<file path="src/flash_eeprom_append_allocator_macros.svh">
// assertion macros for the flash eeprom append allocator
// every macro expects i_clk and i_rst_n in the enclosing scope
`ifndef FLASH_EEPROM_APPEND_ALLOCATOR_MACROS_SVH
`define FLASH_EEPROM_APPEND_ALLOCATOR_MACROS_SVH

// same-cycle implication
`define FEAA_ASSERT_IMPL(lbl, ante, cons) \
    lbl: assert property (@(posedge i_clk) disable iff (!i_rst_n) (ante) |-> (cons)) \
        else $error("allocator check failed");

// next-cycle implication
`define FEAA_ASSERT_NEXT(lbl, ante, cons) \
    lbl: assert property (@(posedge i_clk) disable iff (!i_rst_n) (ante) |=> (cons)) \
        else $error("allocator check failed");

`endif

</file>
<file path="src/feaa_pkg.sv">
// ----------------------------------------------------------------------------
// feaa_pkg
// Shared types and codes for the flash eeprom append allocator.
// ----------------------------------------------------------------------------
`default_nettype none

package feaa_pkg;

    // field widths
    localparam int LEN_W   = 16;
    localparam int ALIGN_W = 13;
    localparam int SIZE_W  = 25;
    localparam int WORD_W  = 32;
    localparam int CFG_IDX_W = 3;

    // action codes
    localparam logic [1:0] ACT_MOUNT = 2'd0;
    localparam logic [1:0] ACT_PROBE = 2'd1;
    localparam logic [1:0] ACT_WRITE = 2'd2;

    // status codes
    localparam logic [1:0] STS_OK          = 2'd0;
    localparam logic [1:0] STS_NOT_MOUNTED = 2'd1;
    localparam logic [1:0] STS_INVALID     = 2'd2;

    // configuration register indexes
    localparam logic [CFG_IDX_W-1:0] CFG_BASE0     = 3'd0;
    localparam logic [CFG_IDX_W-1:0] CFG_SIZE0     = 3'd1;
    localparam logic [CFG_IDX_W-1:0] CFG_BASE1     = 3'd2;
    localparam logic [CFG_IDX_W-1:0] CFG_SIZE1     = 3'd3;
    localparam logic [CFG_IDX_W-1:0] CFG_SEC_COUNT = 3'd4;
    localparam logic [CFG_IDX_W-1:0] CFG_ALIGN     = 3'd5;
    localparam logic [CFG_IDX_W-1:0] CFG_THRESH    = 3'd6;

    // input transaction
    typedef struct packed {
        logic [1:0]       action;
        logic             head0_has_data;
        logic             head1_has_data;
        logic             probe_blank;
        logic [LEN_W-1:0] write_length;
    } t_in_item;

    // output transaction
    typedef struct packed {
        logic [1:0]        status;
        logic [WORD_W-1:0] record_address;
        logic              erase_request;
        logic              erase_sector;
        logic [WORD_W-1:0] probe_address;
        logic              mounted;
        logic              active_sector;
        logic [SIZE_W-1:0] usage_bytes;
        logic              sector_full;
        logic [WORD_W-1:0] write_count;
        logic [WORD_W-1:0] swap_count;
    } t_out_item;

    // controller to datapath
    typedef struct packed {
        logic capture;
        logic div_start;
        logic eval;
        logic commit;
    } t_dp_cmd;

    // datapath to controller
    typedef struct packed {
        logic write_ok;
        logic div_done;
        logic out_free;
    } t_dp_sts;

endpackage

`default_nettype wire

</file>
<file path="src/feaa_rem_div.sv">
// ----------------------------------------------------------------------------
// feaa_rem_div
// Restoring bit-serial divider that returns the remainder of length / align,
// one quotient bit per cycle.
// ----------------------------------------------------------------------------
`default_nettype none

module feaa_rem_div (
    input  wire logic                          i_clk,
    input  wire logic                          i_rst_n,
    input  wire logic                          i_start,
    input  wire logic [feaa_pkg::LEN_W-1:0]    i_dividend,
    input  wire logic [feaa_pkg::ALIGN_W-1:0]  i_divisor,
    output logic                               o_done,
    output logic [feaa_pkg::ALIGN_W-1:0]       o_remainder
);
    import feaa_pkg::*;

    localparam int CNT_W = $clog2(LEN_W);
    localparam logic [CNT_W-1:0] LAST_STEP = CNT_W'(LEN_W - 1);

    logic [ALIGN_W:0]   r_rem;
    logic [LEN_W-1:0]   r_dvd;
    logic [ALIGN_W-1:0] r_dvs;
    logic [CNT_W-1:0]   r_cnt;
    logic               r_busy;
    logic               r_done;
    logic [ALIGN_W:0]   trial;

    // shift in next dividend bit
    assign trial = {r_rem[ALIGN_W-1:0], r_dvd[LEN_W-1]};

    // control
    always_ff @(posedge i_clk) begin
        if (!i_rst_n) begin
            r_busy <= 1'b0;
            r_done <= 1'b0;
            r_cnt  <= '0;
        end else begin
            r_done <= 1'b0;
            if (i_start) begin
                r_busy <= 1'b1;
                r_cnt  <= '0;
            end else if (r_busy) begin
                r_cnt <= r_cnt + 1'b1;
                if (r_cnt == LAST_STEP) begin
                    r_busy <= 1'b0;
                    r_done <= 1'b1;
                end
            end
        end
    end

    // remainder datapath
    always_ff @(posedge i_clk) begin
        if (i_start) begin
            r_rem <= '0;
            r_dvd <= i_dividend;
            r_dvs <= i_divisor;
        end else if (r_busy) begin
            r_dvd <= {r_dvd[LEN_W-2:0], 1'b0};
            if (trial >= {1'b0, r_dvs}) begin
                r_rem <= trial - {1'b0, r_dvs};
            end else begin
                r_rem <= trial;
            end
        end
    end

    assign o_done      = r_done;
    assign o_remainder = r_rem[ALIGN_W-1:0];

endmodule

`default_nettype wire

</file>
<file path="src/feaa_ctrl.sv">
// ----------------------------------------------------------------------------
// feaa_ctrl
// Sequencer: accepts one transaction, runs the rounding divide for writes,
// evaluates the swap decision and commits when the output slot is free.
// ----------------------------------------------------------------------------
`default_nettype none

module feaa_ctrl (
    input  wire logic               i_clk,
    input  wire logic               i_rst_n,
    input  wire logic               i_in_valid,
    output logic                    o_in_stall,
    input  wire feaa_pkg::t_dp_sts  i_sts,
    output feaa_pkg::t_dp_cmd       o_cmd
);
    import feaa_pkg::*;

    localparam logic [1:0] S_IDLE = 2'd0;
    localparam logic [1:0] S_DIV  = 2'd1;
    localparam logic [1:0] S_EVAL = 2'd2;
    localparam logic [1:0] S_DONE = 2'd3;

    logic [1:0] r_state;
    logic [1:0] n_state;
    logic       accept;

    assign accept     = (r_state == S_IDLE) && i_in_valid;
    assign o_in_stall = (r_state != S_IDLE);

    // next state and commands
    always_comb begin
        n_state         = r_state;
        o_cmd           = '0;
        unique case (r_state)
            S_IDLE: begin
                if (accept) begin
                    o_cmd.capture = 1'b1;
                    if (i_sts.write_ok) begin
                        o_cmd.div_start = 1'b1;
                        n_state         = S_DIV;
                    end else begin
                        n_state = S_DONE;
                    end
                end
            end
            S_DIV: begin
                if (i_sts.div_done) begin
                    n_state = S_EVAL;
                end
            end
            S_EVAL: begin
                o_cmd.eval = 1'b1;
                n_state    = S_DONE;
            end
            S_DONE: begin
                if (i_sts.out_free) begin
                    o_cmd.commit = 1'b1;
                    n_state      = S_IDLE;
                end
            end
            default: n_state = S_IDLE;
        endcase
    end

    // state register
    always_ff @(posedge i_clk) begin
        if (!i_rst_n) begin
            r_state <= S_IDLE;
        end else begin
            r_state <= n_state;
        end
    end

endmodule

`default_nettype wire

</file>
<file path="src/feaa_datapath.sv">
// ----------------------------------------------------------------------------
// feaa_datapath
// Configuration registers, allocator state, rounding divider and the
// output register of the flash eeprom append allocator.
// ----------------------------------------------------------------------------
`default_nettype none

module feaa_datapath #(
    parameter int ADDR_WIDTH = 32
) (
    input  wire logic                            i_clk,
    input  wire logic                            i_rst_n,
    input  wire logic                            i_cfg_we,
    input  wire logic [feaa_pkg::CFG_IDX_W-1:0]  i_cfg_index,
    input  wire logic [feaa_pkg::WORD_W-1:0]     i_cfg_wdata,
    input  wire feaa_pkg::t_in_item              i_in_data,
    input  wire logic                            i_out_stall,
    output logic                                 o_out_valid,
    output feaa_pkg::t_out_item                  o_out_data,
    input  wire feaa_pkg::t_dp_cmd               i_cmd,
    output feaa_pkg::t_dp_sts                    o_sts
);
    import feaa_pkg::*;

    localparam int AW = ADDR_WIDTH;

    // configuration
    logic [AW-1:0]      r_base0, r_base1;
    logic [SIZE_W-1:0]  r_size0, r_size1, r_thresh;
    logic [1:0]         r_sec_count;
    logic [ALIGN_W-1:0] r_align;

    // allocator state
    logic               r_active;
    logic [AW-1:0]      r_wpos, r_spos;
    logic [SIZE_W-1:0]  r_used;
    logic               r_scanning, r_ready;
    logic [WORD_W-1:0]  r_writes, r_swaps;

    // captured transaction and write evaluation
    t_in_item           r_item;
    logic [LEN_W:0]     r_aligned;
    logic               r_swap, r_reject;

    // output register
    logic               r_out_valid;
    t_out_item          r_out;

    logic [ALIGN_W-1:0] step;
    logic               div_done;
    logic [ALIGN_W-1:0] div_rem;
    logic               out_free;

    // next state values
    logic               n_active;
    logic [AW-1:0]      n_wpos, n_spos;
    logic [SIZE_W-1:0]  n_used;
    logic               n_scanning, n_ready;
    logic [WORD_W-1:0]  n_writes, n_swaps;
    t_out_item          n_out;

    // combinational helpers
    logic               mnt_active;
    logic [AW-1:0]      mnt_base, cur_base, tgt_base, wr_pos;
    logic [SIZE_W-1:0]  mnt_size, cur_size, tgt_size, wr_used;
    logic [SIZE_W:0]    probe_next, fit_sum;
    logic               ev_swap, ev_target;

    // zero alignment steps by one
    assign step = (r_align == '0) ? ALIGN_W'(1) : r_align;

    assign out_free       = !r_out_valid || !i_out_stall;
    assign o_sts.out_free = out_free;
    assign o_sts.div_done = div_done;
    assign o_sts.write_ok = (i_in_data.action == ACT_WRITE) && r_ready
                            && (i_in_data.write_length != '0);

    // remainder of length by alignment
    feaa_rem_div u_rem_div (
        .i_clk       (i_clk),
        .i_rst_n     (i_rst_n),
        .i_start     (i_cmd.div_start),
        .i_dividend  (i_in_data.write_length),
        .i_divisor   (step),
        .o_done      (div_done),
        .o_remainder (div_rem)
    );

    // configuration writes
    always_ff @(posedge i_clk) begin
        if (!i_rst_n) begin
            r_base0     <= '0;
            r_size0     <= SIZE_W'(4096);
            r_base1     <= AW'(4096);
            r_size1     <= SIZE_W'(4096);
            r_sec_count <= 2'd2;
            r_align     <= ALIGN_W'(8);
            r_thresh    <= SIZE_W'(4096);
        end else if (i_cfg_we) begin
            unique case (i_cfg_index)
                CFG_BASE0:     r_base0     <= i_cfg_wdata[AW-1:0];
                CFG_SIZE0:     r_size0     <= i_cfg_wdata[SIZE_W-1:0];
                CFG_BASE1:     r_base1     <= i_cfg_wdata[AW-1:0];
                CFG_SIZE1:     r_size1     <= i_cfg_wdata[SIZE_W-1:0];
                CFG_SEC_COUNT: r_sec_count <= i_cfg_wdata[1:0];
                CFG_ALIGN:     r_align     <= i_cfg_wdata[ALIGN_W-1:0];
                CFG_THRESH:    r_thresh    <= i_cfg_wdata[SIZE_W-1:0];
                default: ;
            endcase
        end
    end

    // capture, rounding and swap evaluation
    always_ff @(posedge i_clk) begin
        if (i_cmd.capture) begin
            r_item <= i_in_data;
        end
        if (div_done) begin
            r_aligned <= {1'b0, r_item.write_length}
                         + ((div_rem != '0) ? (LEN_W+1)'(step - div_rem) : '0);
        end
        if (i_cmd.eval) begin
            r_swap   <= ev_swap;
            r_reject <= ev_swap && ((r_sec_count < 2'd2)
                        || ({{(SIZE_W-LEN_W-1){1'b0}}, r_aligned} > tgt_size));
        end
    end

    // sector selection
    always_comb begin
        cur_base   = r_active ? r_base1 : r_base0;
        cur_size   = r_active ? r_size1 : r_size0;
        mnt_active = (r_sec_count >= 2'd2) && !r_item.head0_has_data
                     && r_item.head1_has_data;
        mnt_base   = mnt_active ? r_base1 : r_base0;
        mnt_size   = mnt_active ? r_size1 : r_size0;
        fit_sum    = {1'b0, r_used} + (SIZE_W+1)'(r_aligned);
        ev_swap    = (fit_sum > {1'b0, cur_size}) || (r_used >= r_thresh);
        ev_target  = r_active ^ ev_swap;
        tgt_base   = ev_target ? r_base1 : r_base0;
        tgt_size   = ev_target ? r_size1 : r_size0;
        probe_next = {1'b0, r_used} + (SIZE_W+1)'(step);
        wr_pos     = r_swap ? tgt_base : r_wpos;
        wr_used    = r_swap ? '0 : r_used;
    end

    // next state on commit
    always_comb begin
        n_active   = r_active;
        n_wpos     = r_wpos;
        n_spos     = r_spos;
        n_used     = r_used;
        n_scanning = r_scanning;
        n_ready    = r_ready;
        n_writes   = r_writes;
        n_swaps    = r_swaps;
        n_out      = '0;
        n_out.status = STS_OK;
        unique case (r_item.action)
            ACT_MOUNT: begin
                if (r_sec_count == 2'd0) begin
                    n_out.status = STS_INVALID;
                    n_scanning   = 1'b0;
                    n_ready      = 1'b0;
                end else if (mnt_size == '0) begin
                    // empty sector mounts full at its base
                    n_active   = mnt_active;
                    n_spos     = mnt_base;
                    n_wpos     = mnt_base;
                    n_used     = '0;
                    n_scanning = 1'b0;
                    n_ready    = 1'b1;
                end else begin
                    n_active   = mnt_active;
                    n_spos     = mnt_base;
                    n_used     = '0;
                    n_scanning = 1'b1;
                    n_ready    = 1'b0;
                end
            end
            ACT_PROBE: begin
                if (!r_scanning) begin
                    n_out.status = STS_INVALID;
                end else if (r_item.probe_blank) begin
                    n_wpos     = r_spos;
                    n_scanning = 1'b0;
                    n_ready    = 1'b1;
                end else if (probe_next >= {1'b0, cur_size}) begin
                    // scan ran off the sector end
                    n_wpos     = cur_base + AW'(cur_size);
                    n_used     = cur_size;
                    n_scanning = 1'b0;
                    n_ready    = 1'b1;
                end else begin
                    n_used = probe_next[SIZE_W-1:0];
                    n_spos = r_spos + AW'(step);
                end
            end
            ACT_WRITE: begin
                if (!r_ready) begin
                    n_out.status = STS_NOT_MOUNTED;
                end else if (r_item.write_length == '0) begin
                    n_out.status = STS_INVALID;
                end else if (r_reject) begin
                    n_out.status = STS_INVALID;
                end else begin
                    if (r_swap) begin
                        n_out.erase_request = 1'b1;
                        n_out.erase_sector  = ~r_active;
                        n_active            = ~r_active;
                        n_swaps             = r_swaps + 1'b1;
                    end
                    n_out.record_address = WORD_W'(wr_pos);
                    n_wpos   = wr_pos + AW'(r_aligned);
                    n_used   = wr_used + SIZE_W'(r_aligned);
                    n_writes = r_writes + 1'b1;
                end
            end
            default: n_out.status = STS_INVALID;
        endcase
        n_out.probe_address = n_scanning ? WORD_W'(n_spos) : '0;
        n_out.mounted       = n_ready;
        n_out.active_sector = n_active;
        n_out.usage_bytes   = n_used;
        n_out.sector_full   = n_ready && (n_used >= r_thresh);
        n_out.write_count   = n_writes;
        n_out.swap_count    = n_swaps;
    end

    // allocator state registers
    always_ff @(posedge i_clk) begin
        if (!i_rst_n) begin
            r_active   <= 1'b0;
            r_wpos     <= '0;
            r_spos     <= '0;
            r_used     <= '0;
            r_scanning <= 1'b0;
            r_ready    <= 1'b0;
            r_writes   <= '0;
            r_swaps    <= '0;
        end else if (i_cmd.commit) begin
            r_active   <= n_active;
            r_wpos     <= n_wpos;
            r_spos     <= n_spos;
            r_used     <= n_used;
            r_scanning <= n_scanning;
            r_ready    <= n_ready;
            r_writes   <= n_writes;
            r_swaps    <= n_swaps;
        end
    end

    // output register
    always_ff @(posedge i_clk) begin
        if (!i_rst_n) begin
            r_out_valid <= 1'b0;
        end else if (i_cmd.commit) begin
            r_out_valid <= 1'b1;
        end else if (!i_out_stall) begin
            r_out_valid <= 1'b0;
        end
    end

    always_ff @(posedge i_clk) begin
        if (i_cmd.commit) begin
            r_out <= n_out;
        end
    end

    assign o_out_valid = r_out_valid;
    assign o_out_data  = r_out;

endmodule

`default_nettype wire

</file>
<file path="src/flash_eeprom_append_allocator.sv">
// Sequence: mount, probe and rejected transactions go from acceptance to the
//   done state and commit once the output slot is free; a write that is placed
//   or checked for room first passes the divide and evaluate states.
// Flow: one transaction at a time; the 16-step remainder divider rounds writes.
// Reset: synchronous active-low; registers return to defaults, state clears.
// ----------------------------------------------------------------------------
// flash_eeprom_append_allocator
// Append-only write allocator for a two-sector flash eeprom emulation:
// mount, head scan and aligned record placement with sector swap.
// ----------------------------------------------------------------------------
`default_nettype none

module flash_eeprom_append_allocator #(
    parameter int ADDR_WIDTH = 32
) (
    input  wire logic                            i_clk,
    input  wire logic                            i_rst_n,
    input  wire logic                            i_cfg_we,
    input  wire logic [feaa_pkg::CFG_IDX_W-1:0]  i_cfg_index,
    input  wire logic [feaa_pkg::WORD_W-1:0]     i_cfg_wdata,
    input  wire logic                            i_in_valid,
    output logic                                 o_in_stall,
    input  wire feaa_pkg::t_in_item              i_in_data,
    output logic                                 o_out_valid,
    input  wire logic                            i_out_stall,
    output feaa_pkg::t_out_item                  o_out_data
);
    import feaa_pkg::*;

`include "flash_eeprom_append_allocator_macros.svh"

    t_dp_cmd dp_cmd;
    t_dp_sts dp_sts;

    // sequencer
    feaa_ctrl u_ctrl (
        .i_clk      (i_clk),
        .i_rst_n    (i_rst_n),
        .i_in_valid (i_in_valid),
        .o_in_stall (o_in_stall),
        .i_sts      (dp_sts),
        .o_cmd      (dp_cmd)
    );

    // allocator datapath
    feaa_datapath #(
        .ADDR_WIDTH (ADDR_WIDTH)
    ) u_datapath (
        .i_clk       (i_clk),
        .i_rst_n     (i_rst_n),
        .i_cfg_we    (i_cfg_we),
        .i_cfg_index (i_cfg_index),
        .i_cfg_wdata (i_cfg_wdata),
        .i_in_data   (i_in_data),
        .i_out_stall (i_out_stall),
        .o_out_valid (o_out_valid),
        .o_out_data  (o_out_data),
        .i_cmd       (dp_cmd),
        .o_sts       (dp_sts)
    );

    // checks
    `FEAA_ASSERT_NEXT(a_one_in_flight, i_in_valid && !o_in_stall, o_in_stall)
    `FEAA_ASSERT_IMPL(a_commit_slot_free, dp_cmd.commit, dp_sts.out_free)
    `FEAA_ASSERT_IMPL(a_div_while_busy, dp_sts.div_done, o_in_stall)
    `FEAA_ASSERT_IMPL(a_erase_only_ok, o_out_valid && o_out_data.erase_request,
                      o_out_data.status == STS_OK)

endmodule

`default_nettype wire

</file>
<file path="config.mk">
export PLATFORM = sky130hd
export DESIGN_NAME = flash_eeprom_append_allocator
export DESIGN_NICKNAME = d
export VERILOG_FILES = /design/src/feaa_pkg.sv /design/src/feaa_rem_div.sv /design/src/feaa_ctrl.sv /design/src/feaa_datapath.sv /design/src/flash_eeprom_append_allocator.sv
export VERILOG_INCLUDE_DIRS = /design/src /design/src/src
export SDC_FILE = /design/constraint.sdc
export NUM_CORES = 2
export LEC_CHECK = 0
export ABC_CLOCK_PERIOD_IN_PS = 9700
export BUFFER_PORTS_ARGS = -buffer_cell sky130_fd_sc_hd__clkbuf_2
export CORE_MARGIN = 1.5
export CORE_UTILIZATION = 49
export CTS_CLUSTER_DIAMETER = 60
export DETAILED_ROUTE_END_ITERATION = 16
export PLACE_DENSITY = 0.73
export SYNTH_ARGS = -nofsm -noshare
export SYNTH_HDL_FRONTEND = slang
export SYNTH_SLANG_ARGS = --single-unit
</file>
<file path="constraint.sdc">
create_clock -name i_clk -period 9.7 [get_ports i_clk]
set_input_delay 0.485 -clock i_clk [delete_from_list [all_inputs] [get_ports i_clk]]
set_output_delay 0.485 -clock i_clk [all_outputs]
set_load 0.05 [all_outputs]
</file>
; ---- After elaboration in Yosys (flattened, before gate mapping)
; Cells that the tools add are included.
; W data, S select, Z words.
[op_classes]
addsub = 12
n_bitwise = 7
magnitude_cmp = 8
n_eq_ne = 24
muxes = 86
n_reduce_logical = 38
[op_table]
columns = operator, n
row1 = $mux W32, 25
row2 = $mux W25, 11
row3 = $pmux W32 S3, 1
row4 = $pmux W25 S3, 1
row5 = $add A32 B1 Y32 const B, 2
row6 = $pmux W32 S2, 1
row7 = $ge A25 B25 Y1, 2
row8 = $add A32 B13 Y32, 1
row9 = $add A32 B17 Y32, 1
row10 = $add A32 B25 Y32, 1
row11 = $mux W16, 2
row12 = $add A25 B13 Y26, 1
row13 = $add A25 B17 Y26, 1
row14 = $ge A26 B25 Y1, 1
row15 = $gt A26 B25 Y1, 1
row16 = $mux W13, 2
row17 = $add A25 B17 Y25, 1
row18 = $gt A17 B25 Y1, 1
row19 = $logic_not A25 Y1, 1
row20 = $mux W1, 25
row21 = $mux W2, 12
row22 = $add A16 B17 Y17, 1
row23 = $mux W17, 1
row24 = $logic_not A16 Y1, 1
row25 = other kinds (37), 78
[word_totals]
out_inout_bits = 162
ff_bits = 561
in_bits = 61
word_cells = 217

; ---- Logic depth before layout (Yosys ltp)
[logic_depth]
word_depth = 11
ltp_mapped = 44
depth_no_buf = 42

; ---- Modules after synthesis
; Synthesis repeated with hierarchy kept, for this count alone.
[hier_totals]
cells_unflattened = 4097
hier_area_um2 = 35779.3
[modules_own_cells]
columns = mod, seq_area_each_um2, n_inst, area_each_um2, cells_each
row1 = feaa_datapath, 12231.7, 1, 32824.0, 3823
row2 = feaa_rem_div, 1251.2, 1, 2735.1, 250
row3 = feaa_ctrl, 40.0, 1, 220.2, 24

; ---- Least setup slack after synthesis
; No wires, ideal clock.
[synth_path]
path_type = register to register
startpoint = reg u_datapath.r_aligned[0]
endpoint = reg u_datapath.r_wpos[27]
path_slack_ps = 1142
arrival_time_ps = 8441
required_ps = 9583
period_less_slack_ps = 8558
path_stages_with_launch = 44
path_buffers = 2
setup_time_ps = 117
path_cell_list = edfxtp_1 ha_1 fa_1 a21o_1 a21oi_1 o21bai_1 a21oi_1 o21bai_1 a21oi_1 o21ai_0 nor4_1 nor3_1 a41o_1 o21a_1 nor2_1 xnor2_1 ha_1 and4_1 [8 not listed] nor2_1 a21oi_1 inv_1 ha_1 a21o_1 a21o_1 a21oi_1 nor2b_1 o21ai_0 a31oi_1 o21ai_0 a21o_1 and2_1 clkbuf_1 nand4_1 xor2_1 a221o_1 a32o_1
[synth_via]
elab_chain_len = 11
[synth_lines]
columns = element, line_no
row1 = start: declaration, feaa_datapath.sv:42  ; logic [LEN_W:0] r_aligned;
row2 = start signal: assignment, feaa_datapath.sv:119  ; r_aligned <= {1'b0, r_item.write_length}
row3 = $add A25 B17 Y26, feaa_datapath.sv:137  ; fit_sum = {1'b0, r_used} + (SIZE_W+1)'(r_aligned);
row4 = $gt A26 B25 Y1, feaa_datapath.sv:138  ; ev_swap = (fit_sum > {1'b0, cur_size}) || (r_used >= r_thresh);
row5 = $logic_or A1 B1 Y1, feaa_datapath.sv:138
row6 = $xor A1 B1 Y1, feaa_datapath.sv:139  ; ev_target = r_active ^ ev_swap;
row7 = $mux W32, feaa_datapath.sv:140  ; tgt_base = ev_target ? r_base1 : r_base0;
row8 = $mux W32, feaa_datapath.sv:143  ; wr_pos = r_swap ? tgt_base : r_wpos;
row9 = via u_datapath.wr_pos[1], feaa_datapath.sv:64  ; logic [AW-1:0] mnt_base, cur_base, tgt_base, wr_pos;
row10 = $add A32 B17 Y32, feaa_datapath.sv:214  ; n_wpos = wr_pos + AW'(r_aligned);
row11 = $mux W32, feaa_datapath.sv:204  ; end else if (r_reject) begin
row12 = $mux W32, feaa_datapath.sv:202  ; end else if (r_item.write_length == '0) begin
row13 = $mux W32, feaa_datapath.sv:200  ; if (!r_ready) begin
row14 = $pmux W32 S3, feaa_datapath.sv:159  ; unique case (r_item.action)
row15 = end signal: assignment, feaa_datapath.sv:243  ; r_wpos <= n_wpos;
row16 = end: declaration, feaa_datapath.sv:35  ; logic [AW-1:0] r_wpos, r_spos;
; The timed path passes the listed nets, and every way through them passes these cells. The select of a mux whose other input is x is not followed.
; A chain may end at the register's enable or synchronous reset.

; ---- Worst setup path in the final report
[layout_path]
startpoint = reg u_datapath.r_aligned[0]
endpoint = reg u_datapath.r_wpos[30]
; Same word-level chain as after synthesis.

==> impl_metrics.toml <==
[synth]
yosysWarnings = 0
yosys.area.top_type_share = 0.1908
yosysSeqAreaShare = 0.3751
syn-num-nets = 4594
synth_edf_count = 229
synth_cell_types = 89
ys_ff_latch = 561
synthesis.area_sq_um = 36050
syn_avg_cell_area_sq_um = 8.478
synth_top_area_cell = "edfxtp_1"
synthCells = 4252
ys.flop_type = "dfxtp_1"
async_reset_ff_frac = 0
synth.area.top_cells = "edfxtp_1, dfxtp_1, ha_1"

[sta]
period_share = 0.9454
fin_tns_setup_ns = 0
slew_headroom = 0.2155
rsz0062_at_grt = "yes"
max_slew.worst_pin.slew_ns = 1.177
finalSetupViolCount = 0
hold_violations = 0
slew_violations = 0
post-route-min-period_ns = 9.170
clock_skew_ns = 0.02793
fmax_ghz = 0.1090

[floorplan]
die_w_um = 274.2
die_h_um = 274.2
initial_core_util = 0.4949
dieArea_sq_um = 75200
rows = 99
core_sq_um = 72830
ios = 223

[status]
outcome = "completed"

[place]
place_congestion = 1.002
detailed_place.area_sq_um = 38300
place_hpwl_um = 90780
io_buffers = 222

[layout]
drive_gt1_frac = 0.1136
syn2layout_area_growth_pct = 12.29
final_net_count = 4753
design_area_sq_um = 40480

[routing]
vias = 32732
wl_um = 123300
dr.pass1.iters = 6
drtIter0Drc = 4048
drc_errors = 0
via_per_inst = 6.034
antenna_left = 0
route.detailed.wl_per_inst_um = 22.73

[cts]
cts_buffer_depth = 3
cts_buffers = 67
htreeDepth = 3
cts_sinks = 561
cts_tree = "yes"
clock_latency_ns = 0.64
root_buffer = "clkbuf_16"
cts_hold_buf = 0
clk_pin_slew_ns = 0.07

[setup_path]
cp.arrival_ns = 9.74
start_kind = "flop"
crit_top_cell = "a21oi_1"
cp_max_fo = 5
crit_family = "compound AO/OA/AOI/OAI gates"
cp_num_buf_inv = 2
critPathKind = "reg -> reg"
slowest_stage = "or4_1"
critPathMaxStageDelay_ns = 0.56
required_ns = 10.26
endpoint_kind = "flop"

[global_route]
grt_usage = 0.3211
grt_pass1_vias = 29430
grt_max_degree = 209
grt_overflow = 0
grt_first_pass_wirelength_um = 182700
antenna_found_initial = 6

[power]
p_leak_nw = 16.32
ir_worst_vdd_mv = 0.1645
p_per_area_nw_per_um2 = 210.0

[flow_run]
drv_cap = 0

[hold_path]
hp-class = "in -> reg"
## registers in the layout (all words and copies together), names as in the netlist, 4 cells and up
name and cells:
u_datapath.o_out_data 160, u_datapath.u_rem_div.r_cnt 4, u_datapath.r_writes 32, u_datapath.r_size1 25
u_datapath.r_swaps 32, u_datapath.r_thresh 25, u_datapath.r_wpos 32, u_datapath.u_rem_div.r_dvs 13
u_datapath.r_aligned 17, u_datapath.r_spos 32, u_datapath.r_base0 32, u_datapath.r_size0 25
u_datapath.u_rem_div.r_dvd 16, u_datapath.r_base1 32, u_datapath.r_used 25, u_datapath.r_align 13
u_datapath.r_item 21, u_datapath.u_rem_div.r_rem 13
## layout by cell type (no fill, tap or decap), drive strengths merged, types with 15 or more instances in the layout
cell type,synthesis,layout
edfxtp,229,229
o21ai,211,211
nand4,58,58
xnor2,148,148
o21bai,36,36
and3,29,29
or3,28,28
o211ai,26,26
a211oi,56,56
xor2,125,125
buf,38,96
and2,30,30
inv,174,185
nand3,117,117
nor2b,61,61
a21oi,415,415
nand2b,37,37
a31oi,15,15
dfxtp,332,332
a22oi,16,16
ha,272,272
clkbuf,190,306
nand2,658,658
a21o,62,62
nand3b,17,17
clkinv,1,20
nor3,75,75
nor2,373,373
mux2i,98,98
o21a,40,40
a221oi,20,20
nor4,33,33
mux2,38,38
## layout make-up
class,instances,area [sq um]
Inverter,175,671.9
Tap cell,959,1200
Multi-Input combinational cell,3288,21070
Timing Repair Buffer,318,1869
Clock inverter,38,350.3
Antenna cell,2,5.005
Sequential cell,561,13530
Fill cell,6671,32350
Clock buffer,84,1792
## timing repair
item | in CTS | in global routing
setup endpoints to repair | 0 | 12
buffers inserted | 0 | 3
gates resized for setup | 0 | 4
## cells in the mapped netlist, types with 11 or more instances
cell        n
nand2_1   658
a21oi_1   415
nor2_1    372
dfxtp_1   332
ha_1      272
edfxtp_1  229
o21ai_0   203
clkbuf_1  190
inv_1     173
xnor2_1   147
xor2_1    125
nand3_1   116
mux2i_1    98
nor3_1     74
a21o_1     62
nor2b_1    61
nand4_1    57
a211oi_1   56
o21a_1     40
mux2_2     38
nand2b_1   37
o21bai_1   36
and2_1     30
nor4_1     30
and3_1     29
or3_1      28
o211ai_1   25
buf_1      21
a221oi_1   20
nand3b_1   17
a22oi_1    16
a31oi_1    15
a211o_1    13
buf_2      13
o221ai_1   12
a21boi_0   11
a222oi_1   11
## layer usage
layer  wire length, um  global-route usage  share of wire
met5                63                   0        0.00051
met2             50180              0.4577           0.41
met3             14250             0.09712           0.12
met4              5583              0.1342          0.045
met1             53210              0.4484           0.43
## through the flow
stage	util	hold slack (ns)	cells	setup slack (ns)	power (mW)
5_1_grt	0.5557	0.02206	5423	-0.02416	8.890
3_5_place_dp	0.5258	0.4470	5298	0.4981	5.978
3_3_place_gp	0.5258	0.4388	5298	0.6728	5.954
2_1_floorplan	-	0.4323	4252	1.142	5.154
4_1_cts	0.5552	0.02219	5420	0.3914	8.460
6_report	0.5558	0.04328	5425	0.5296	8.501
## worst reg2reg max path, delay by kind of cell (launching register included)
kind                     cells  cell delay [ns]
adder cells (fa/ha/maj)      5             1.60
flip-flops                   1             0.47
XOR/XNOR                     2             0.25
buffers and inverters        2             0.22
multiplexers                 1             0.13
AO/OA/AOI/OAI               20             3.69
AND/OR/NAND/NOR             12             2.73
## kinds of logic (layout without fill, tap and decap cells)
family                     Yosys count  count (layout)  synth area share
muxes                              136             136           0.03908
AOI/OAI and AO/OA                 1049            1049            0.1824
buffers and inverters              403             615           0.04293
other                                0               2                 0
adders and majority gates          281             281           0.09941
and+or+nand+nor                   1549            1549            0.1945
DFF                                561             561            0.3751
xor gates and xnor gates           273             273           0.06654
## final timing paths
check / from / to / slack (ns) / cells after the start
worst min register to register: u_datapath.r_thresh[3]$_SDFFE_PN0P_ / u_datapath.r_thresh[3]$_SDFFE_PN0P_ / 0.45 / 2
worst max register to register: u_datapath.r_aligned[0]$_DFFE_PP_ / u_datapath.r_wpos[30]$_SDFFE_PN0P_ / 0.53 / 42
worst min-delay path: i_in_data[16] / u_datapath.r_item[16]$_DFFE_PP_ / 0.04 / 1
worst max-delay path: u_datapath.r_aligned[0]$_DFFE_PP_ / u_datapath.r_wpos[30]$_SDFFE_PN0P_ / 0.53 / 42
## report_power, final
group          switching [mW]  internal, mW  leakage [nW]
combinational            2.05          1.08          10.5
clock                    1.07          1.41          1.03
sequential              0.186          2.70          4.84
Note: power is estimated with default switching activity, not from simulation.
